$ cat src/rtl/core/skvt_pkg.sv
// ----------------------------------------------------------------------------
// skvt_pkg: shared types and constants of the sorted key/value table
// Request and result structs, command codes, controller states and the
// command/status bundles between controller and datapath.
// ----------------------------------------------------------------------------
package skvt_pkg;

	localparam int TABLE_DEPTH = 64;
	localparam int IDX_W = $clog2(TABLE_DEPTH);
	localparam int CNT_W = $clog2(TABLE_DEPTH + 1);
	localparam int OUT_CNT_W = 7;

	typedef enum logic [1:0] {
		CMD_SET    = 2'd0,
		CMD_LOOKUP = 2'd1,
		CMD_REMOVE = 2'd2,
		CMD_CLEAR  = 2'd3
	} cmd_t;

	typedef struct packed {
		logic [1:0]         cmd;
		logic [63:0]        key_high;
		logic [63:0]        key_low;
		logic signed [31:0] new_version;
		logic [31:0]        new_name_id;
		logic [31:0]        new_reserved;
	} request_t;

	typedef struct packed {
		logic                found;
		logic signed [31:0]  entry_version;
		logic [31:0]         entry_name_id;
		logic [OUT_CNT_W-1:0] entry_count;
		logic                status;
	} result_t;

	typedef enum logic [2:0] {
		ST_IDLE,
		ST_SEARCH_RD,
		ST_SEARCH_CMP,
		ST_HIT_RD,
		ST_HIT_CMP,
		ST_SHIFT_RD,
		ST_SHIFT_WR,
		ST_DONE
	} state_t;

	// Controller to datapath.
	typedef struct packed {
		logic load;        // capture request, start search
		logic rd_mid;      // read entry at search midpoint
		logic step;        // apply compare to search bounds
		logic rd_slot;     // read entry at lower bound
		logic check_hit;   // latch hit flag from slot read
		logic prep_shift;  // set up shift pointer
		logic rd_shift;    // read source entry for shift
		logic wr_shift;    // write shifted entry, advance pointer
		logic finish;      // final write / count update, issue result
	} dp_cmd_t;

	// Datapath to controller.
	typedef struct packed {
		logic search_done;
		logic shift_done;
		logic need_shift;
	} dp_status_t;

endpackage

$ cat src/rtl/core/skvt_controller.sv
// ----------------------------------------------------------------------------
// skvt_controller: command sequencer of the sorted key/value table
// Steps search, slot read, shift loop and completion.
// ----------------------------------------------------------------------------
module skvt_controller
	import skvt_pkg::*;
(
	input  logic       clk,
	input  logic       arst_n,
	input  logic       start,
	input  dp_status_t stat,
	output logic       busy,
	output dp_cmd_t    cmd
);

	state_t state_q, state_d;

	always_comb begin
		state_d = state_q;
		case (state_q)
			ST_IDLE:       if (start) state_d = ST_SEARCH_RD;
			ST_SEARCH_RD:  state_d = stat.search_done ? ST_HIT_RD : ST_SEARCH_CMP;
			ST_SEARCH_CMP: state_d = ST_SEARCH_RD;
			ST_HIT_RD:     state_d = ST_HIT_CMP;
			ST_HIT_CMP:    state_d = stat.need_shift ? ST_SHIFT_RD : ST_DONE;
			ST_SHIFT_RD:   state_d = stat.shift_done ? ST_DONE : ST_SHIFT_WR;
			ST_SHIFT_WR:   state_d = ST_SHIFT_RD;
			ST_DONE:       state_d = ST_IDLE;
			default:       state_d = ST_IDLE;
		endcase
	end

	always_comb begin
		cmd  = '0;
		busy = (state_q != ST_IDLE);
		case (state_q)
			ST_IDLE:       cmd.load = start;
			ST_SEARCH_RD:  cmd.rd_mid = !stat.search_done;
			ST_SEARCH_CMP: cmd.step = 1'b1;
			ST_HIT_RD:     cmd.rd_slot = 1'b1;
			ST_HIT_CMP: begin
				cmd.check_hit  = 1'b1;
				cmd.prep_shift = 1'b1;
				cmd.rd_slot    = 1'b1;
			end
			ST_SHIFT_RD:   cmd.rd_shift = 1'b1;
			ST_SHIFT_WR:   cmd.wr_shift = 1'b1;
			ST_DONE:       cmd.finish = 1'b1;
			default:       cmd = '0;
		endcase
	end

	always_ff @(posedge clk or negedge arst_n) begin
		if (!arst_n) begin
			state_q <= ST_IDLE;
		end else begin
			state_q <= state_d;
		end
	end

`ifndef NO_ASSERTIONS
	a_one_shift_op: assert property (@(posedge clk) disable iff (!arst_n)
		$onehot0({cmd.rd_shift, cmd.wr_shift, cmd.finish, cmd.step}))
		else $error("conflicting datapath commands");
	a_done_idle: assert property (@(posedge clk) disable iff (!arst_n)
		state_q == ST_DONE |=> state_q == ST_IDLE) else $error("done not followed by idle");
	a_wr_after_rd: assert property (@(posedge clk) disable iff (!arst_n)
		cmd.wr_shift |-> $past(cmd.rd_shift)) else $error("shift write without read");
`endif

endmodule

$ cat config.mk
export PLATFORM = sky130hd
export DESIGN_NAME = skvt_controller
export DESIGN_NICKNAME = d
export VERILOG_FILES = /design/src/rtl/core/skvt_pkg.sv /design/src/rtl/core/skvt_controller.sv
export SDC_FILE = /design/constraint.sdc
export NUM_CORES = 1
export LEC_CHECK = 0
export ABC_CLOCK_PERIOD_IN_PS = 2600
export BUFFER_PORTS_ARGS = -buffer_cell sky130_fd_sc_hd__buf_4
export CAP_MARGIN = 20
export CORE_AREA = 4 4 41 43
export CTS_CLUSTER_DIAMETER = 80
export DETAILED_ROUTE_END_ITERATION = 7
export DIE_AREA = 0 0 45 47
export GPL_TIMING_DRIVEN = 0
export PLACE_DENSITY_LB_ADDON = 0.1
export SYNTH_ARGS = -nofsm -noshare
export SYNTH_HDL_FRONTEND = slang
export SYNTH_SLANG_ARGS = --single-unit
$ cat constraint.sdc
create_clock -name clk -period 2.6 [get_ports clk]
set_clock_uncertainty 0.2 [all_clocks]
set_input_delay 0 -clock clk [delete_from_list [all_inputs] [get_ports clk]]
set_output_delay 0 -clock clk [all_outputs]
set_load 0.01 [all_outputs]
# Word level (Yosys, flattened, before mapping)
# Cells that the tools add are included.
# classes
eq_ne,8
muxes,13
reduce_logical,4
# ops
cell,n
$pmux W3 S8,1
$eq A3 B3 Y1 const B,4
$mux W1,9
$eq A3 B2 Y1 const B,2
$mux W2,2
$eq A3 B1 Y1 const B,1
$logic_not A3 Y1,1
$mux W3,1
$reduce_bool A3 Y1,1
$ne A2 B2 Y1 const B,1
$reduce_or A2 Y1,1
$logic_not A1 Y1,1
# totals
reg_bits,3
inputBits,6
word_cells,26

# Logic depth before layout (Yosys ltp)
# depth
depth_word,3
depth_mapped,4
ltp_nobuf,3

# Least setup slack after synthesis
# Ideal clock, no wire load.
# synth_timing
path_kind,register to output
from,register state_q[1]
to,output cmd[7] (netlist name)
arrival_ns,0.992
slack_ns,1.408
stages_incl_launch_ff,3
path_cell_list,dfrtp_1 buf_6 nor4b_1
# synth_lines
item,line_no,source
from (decl),skvt_controller.sv:16,"state_t state_q, state_d;"
from (signal assigned),skvt_controller.sv:57,state_q <= state_d;
to (decl),skvt_controller.sv:13,output dp_cmd_t cmd

# Worst setup path in the final report
# layout_timing
from,register state_q[1]
to,register state_q[0]
# layout_between
elab_chain_len,2
elab_cells_between_ends,10
cone_classes,eq/ne (8); mux (1); reduce/logical (1)
# layout_lines
item,line_no,source
$eq A3 B3 Y1 (tied with other cells),skvt_controller.sv:20,case (state_q)
$pmux W3 S8 / $ne A2 B2 Y1 (equally long branches),--,
# Several ways; a longest one is shown, not always the timed one.
# A chain may end at the register's enable or synchronous reset.

==> impl_metrics.json <==
{
  "holdBufCountCts": 6,
  "crit_start": "state_q[1]",
  "fillers": 157,
  "ys_ff_latch": 3,
  "final_max_slew_viol_count": 0,
  "cp_top_family": "buffers and inverters",
  "clk_latency_ns": 0.23,
  "synth.distinct_cells": 19,
  "busiest_layer": "met2",
  "crit_fanout": 10,
  "critPathCaptureType": "flip-flop",
  "yosysSeqAreaShare_pct": 28.44,
  "holdCritStartpoint": "stat[2]",
  "die_area_um2": 2115,
  "clock-sinks": 3,
  "cp_data_required_time_ns": 2.51,
  "outcome": "complete, no violations",
  "largest_registers": "state_q: 3 flops",
  "ios": 16,
  "postSynthAreaPerCell_um2": 9.429,
  "synth_nets": 34,
  "crit_slowest_cell": "dlygate4sd3_1",
  "setup_tns_ns": 0,
  "drc": 0,
  "multi_input_area_um2": 136.4,
  "syn_to_final_growth_pct": 82.46,
  "critPathBufInv": 3,
  "top_register": "state_q",
  "clk_pin_slew_ns": 0.04,
  "largest_reg_flops": 3,
  "gp_congestion": 0.6229,
  "use_met2_pct": 11.86,
  "grt_pass1_wl_um": 1090,
  "final_core_util_pct": 37.02,
  "cts_root_buf": "clkbuf_4",
  "maxClockFrequency_mhz": 429.8,
  "ant_nets": 0,
  "grt_max_degree": 11,
  "htree_levels": 1,
  "p_leak_uw": 0.0002410,
  "layout_commonest_cell": "buf_4",
  "max_cap_violations": 0,
  "post_cts_buffers": 0,
  "synth_cells": 28,
  "die_w_um": 45,
  "cp_common_cell": "dlygate4sd3_1",
  "vias": 283,
  "comb_power_share_pct": 69.2,
  "drive_above_1_share_pct": 47.17,
  "fin_crit_sh_pct": 89.49,
  "yosys_warnings": 0,
  "register_area_um2": 75.07,
  "p_int_uw": 357.1,
  "start_util_pct": 20.29,
  "switching_share_pct": 36.85,
  "rsz0062_at_grt": "false",
  "crit_chain": "buf_6 -> nor3_2 -> a21oi_1 -> dlygate4sd3_1 -> o21a_1 -> dlygate4sd3_1",
  "power.density_nw_per_um2": 1174,
  "grt_pass1_vias": 275,
  "synth_area_um2": 264.0,
  "gr-usage-met3_pct": 2.299,
  "cts_tree": "done",
  "gr-usage-all-layers_pct": 7.352,
  "hp-class": "in2out",
  "core_area_um2": 1301,
  "rows": 13,
  "viasPerCell": 4.162,
  "grt_antenna_before_repair": 0,
  "nets": 60,
  "worst_slew_pin_slew_ns": 0.2999,
  "r2r_start": "state_q[1]",
  "crit_arrival_ns": 2.24,
  "overflow": 0,
  "io_buffers": 15,
  "post-route-min-period_ns": 2.327,
  "drt_iter0_drc": 1,
  "cpPeakStageDelay_ns": 0.56,
  "clockBufferDepth": 2,
  "startpoint_type": "flip-flop",
  "clkPwrFrac_pct": 14.2,
  "grt_use_met1_pct": 7.517,
  "final_cell_mix": "buf_4, dlygate4sd3_1",
  "power_frac_seq_pct": 16.5,
  "finalHoldViolCount": 0,
  "relSlewSlack_pct": 79.73,
  "ctsResizeCount": 0,
  "die_h_um": 47,
  "cts_made_buffers": 3,
  "drt-total-wl_um": 644,
  "dp_hpwl_um": 465,
  "antenna-diode-count": 0,
  "drt-wirelength-per-cell_um": 9.471,
  "switchingPower_uw": 208.4,
  "first_pass_iters": 4,
  "critical_path_class": "reg2reg",
  "finalSetupViolCount": 0,
  "ir_drop_mv": 0.3567
}
==> final cells by class <==
type	instances	area share [%]
Multi-Input combinational cell	18	28.31
Sequential cell	3	15.58
Clock buffer	4	5.455
Buffer	4	8.571
Timing Repair Buffer	21	35.84
Tap cell	15	3.896
Inverter	3	2.338
==> worst paths after layout <==
| kind | end | cells after the start | slack (ns) |
|---|---|---|---|
| max in group asynchronous | state_q[2] | 3 | 1.60 |
| min in group asynchronous | state_q[0] | 3 | 0.45 |
| hold reg to reg | state_q[1] | 2 | 0.39 |
| hold / removal | cmd[7] | 3 | 0.06 |
| setup reg to reg | state_q[0] | 6 | 0.27 |
| setup / recovery | state_q[0] | 6 | 0.27 |
==> tightest hold or removal path, stage by stage <==
cell and delay (ns):
buf_4 0.08, nor4b_1 0.04, buf_4 0.13
==> synthesized netlist by cell type (all sizes together) <==
cell	n	area, um^2
buf	4	41.29
o21bai	1	7.510
and3	1	6.260
nand2	1	3.750
nor3b	2	26.28
and3b	2	17.52
or3	1	11.26
nor2	2	7.510
inv	3	11.26
o21ai	1	5.000
nor4b	1	8.760
xnor2	1	8.760
nor3	1	10.01
o21a	1	7.510
dfrtp	3	75.07
a21oi	2	10.01
nor2b	1	6.260
==> per-layer routing <==
metal / wire length, um / up-vias
li1: - / 141
met1: 260 / 133
met2: 334 / 9
met3: 49 / 0
met4: 0 / 0
met5: 0 / -
==> cell families after synthesis <==
family | Yosys count | synth area share, %
and+or+nand+nor | 12 | 36.97
DFF | 3 | 28.44
buffers and inverters | 7 | 19.91
xor gates and xnor gates | 1 | 3.318
AOI/OAI and AO/OA | 5 | 11.37
==> per-stage QoR <==
step,cell area (um^2),worst slack (ns),total power (uW),hold WS (ns),instances
2_1_floorplan,264.0,1.408,332.5,-0.4956,28
3_3_place_gp,395.4,1.377,457.0,-0.4114,58
3_5_place_dp,395.4,1.374,460.5,-0.4099,58
4_1_cts,481.7,0.2706,580.5,0.05946,68
5_1_grt,481.7,0.1829,618.6,0.07198,68
6_report,481.7,0.2732,565.5,0.06120,68
==> power by group through the flow <==
| stage | clock network [uW] | registers [uW] | logic, uW |
|---|---|---|---|
| 6_report | 80.5 | 93.5 | 391 |
| 5_1_grt | 91.5 | 97.7 | 429 |
| 4_1_cts | 86.8 | 94.6 | 399 |
| 3_5_place_dp | 0 | 95.3 | 365 |
| 3_3_place_gp | 0 | 93.1 | 364 |
| 2_1_floorplan | 0 | 90.3 | 242 |
No activity file was read; power rests on OpenSTA's default activity.
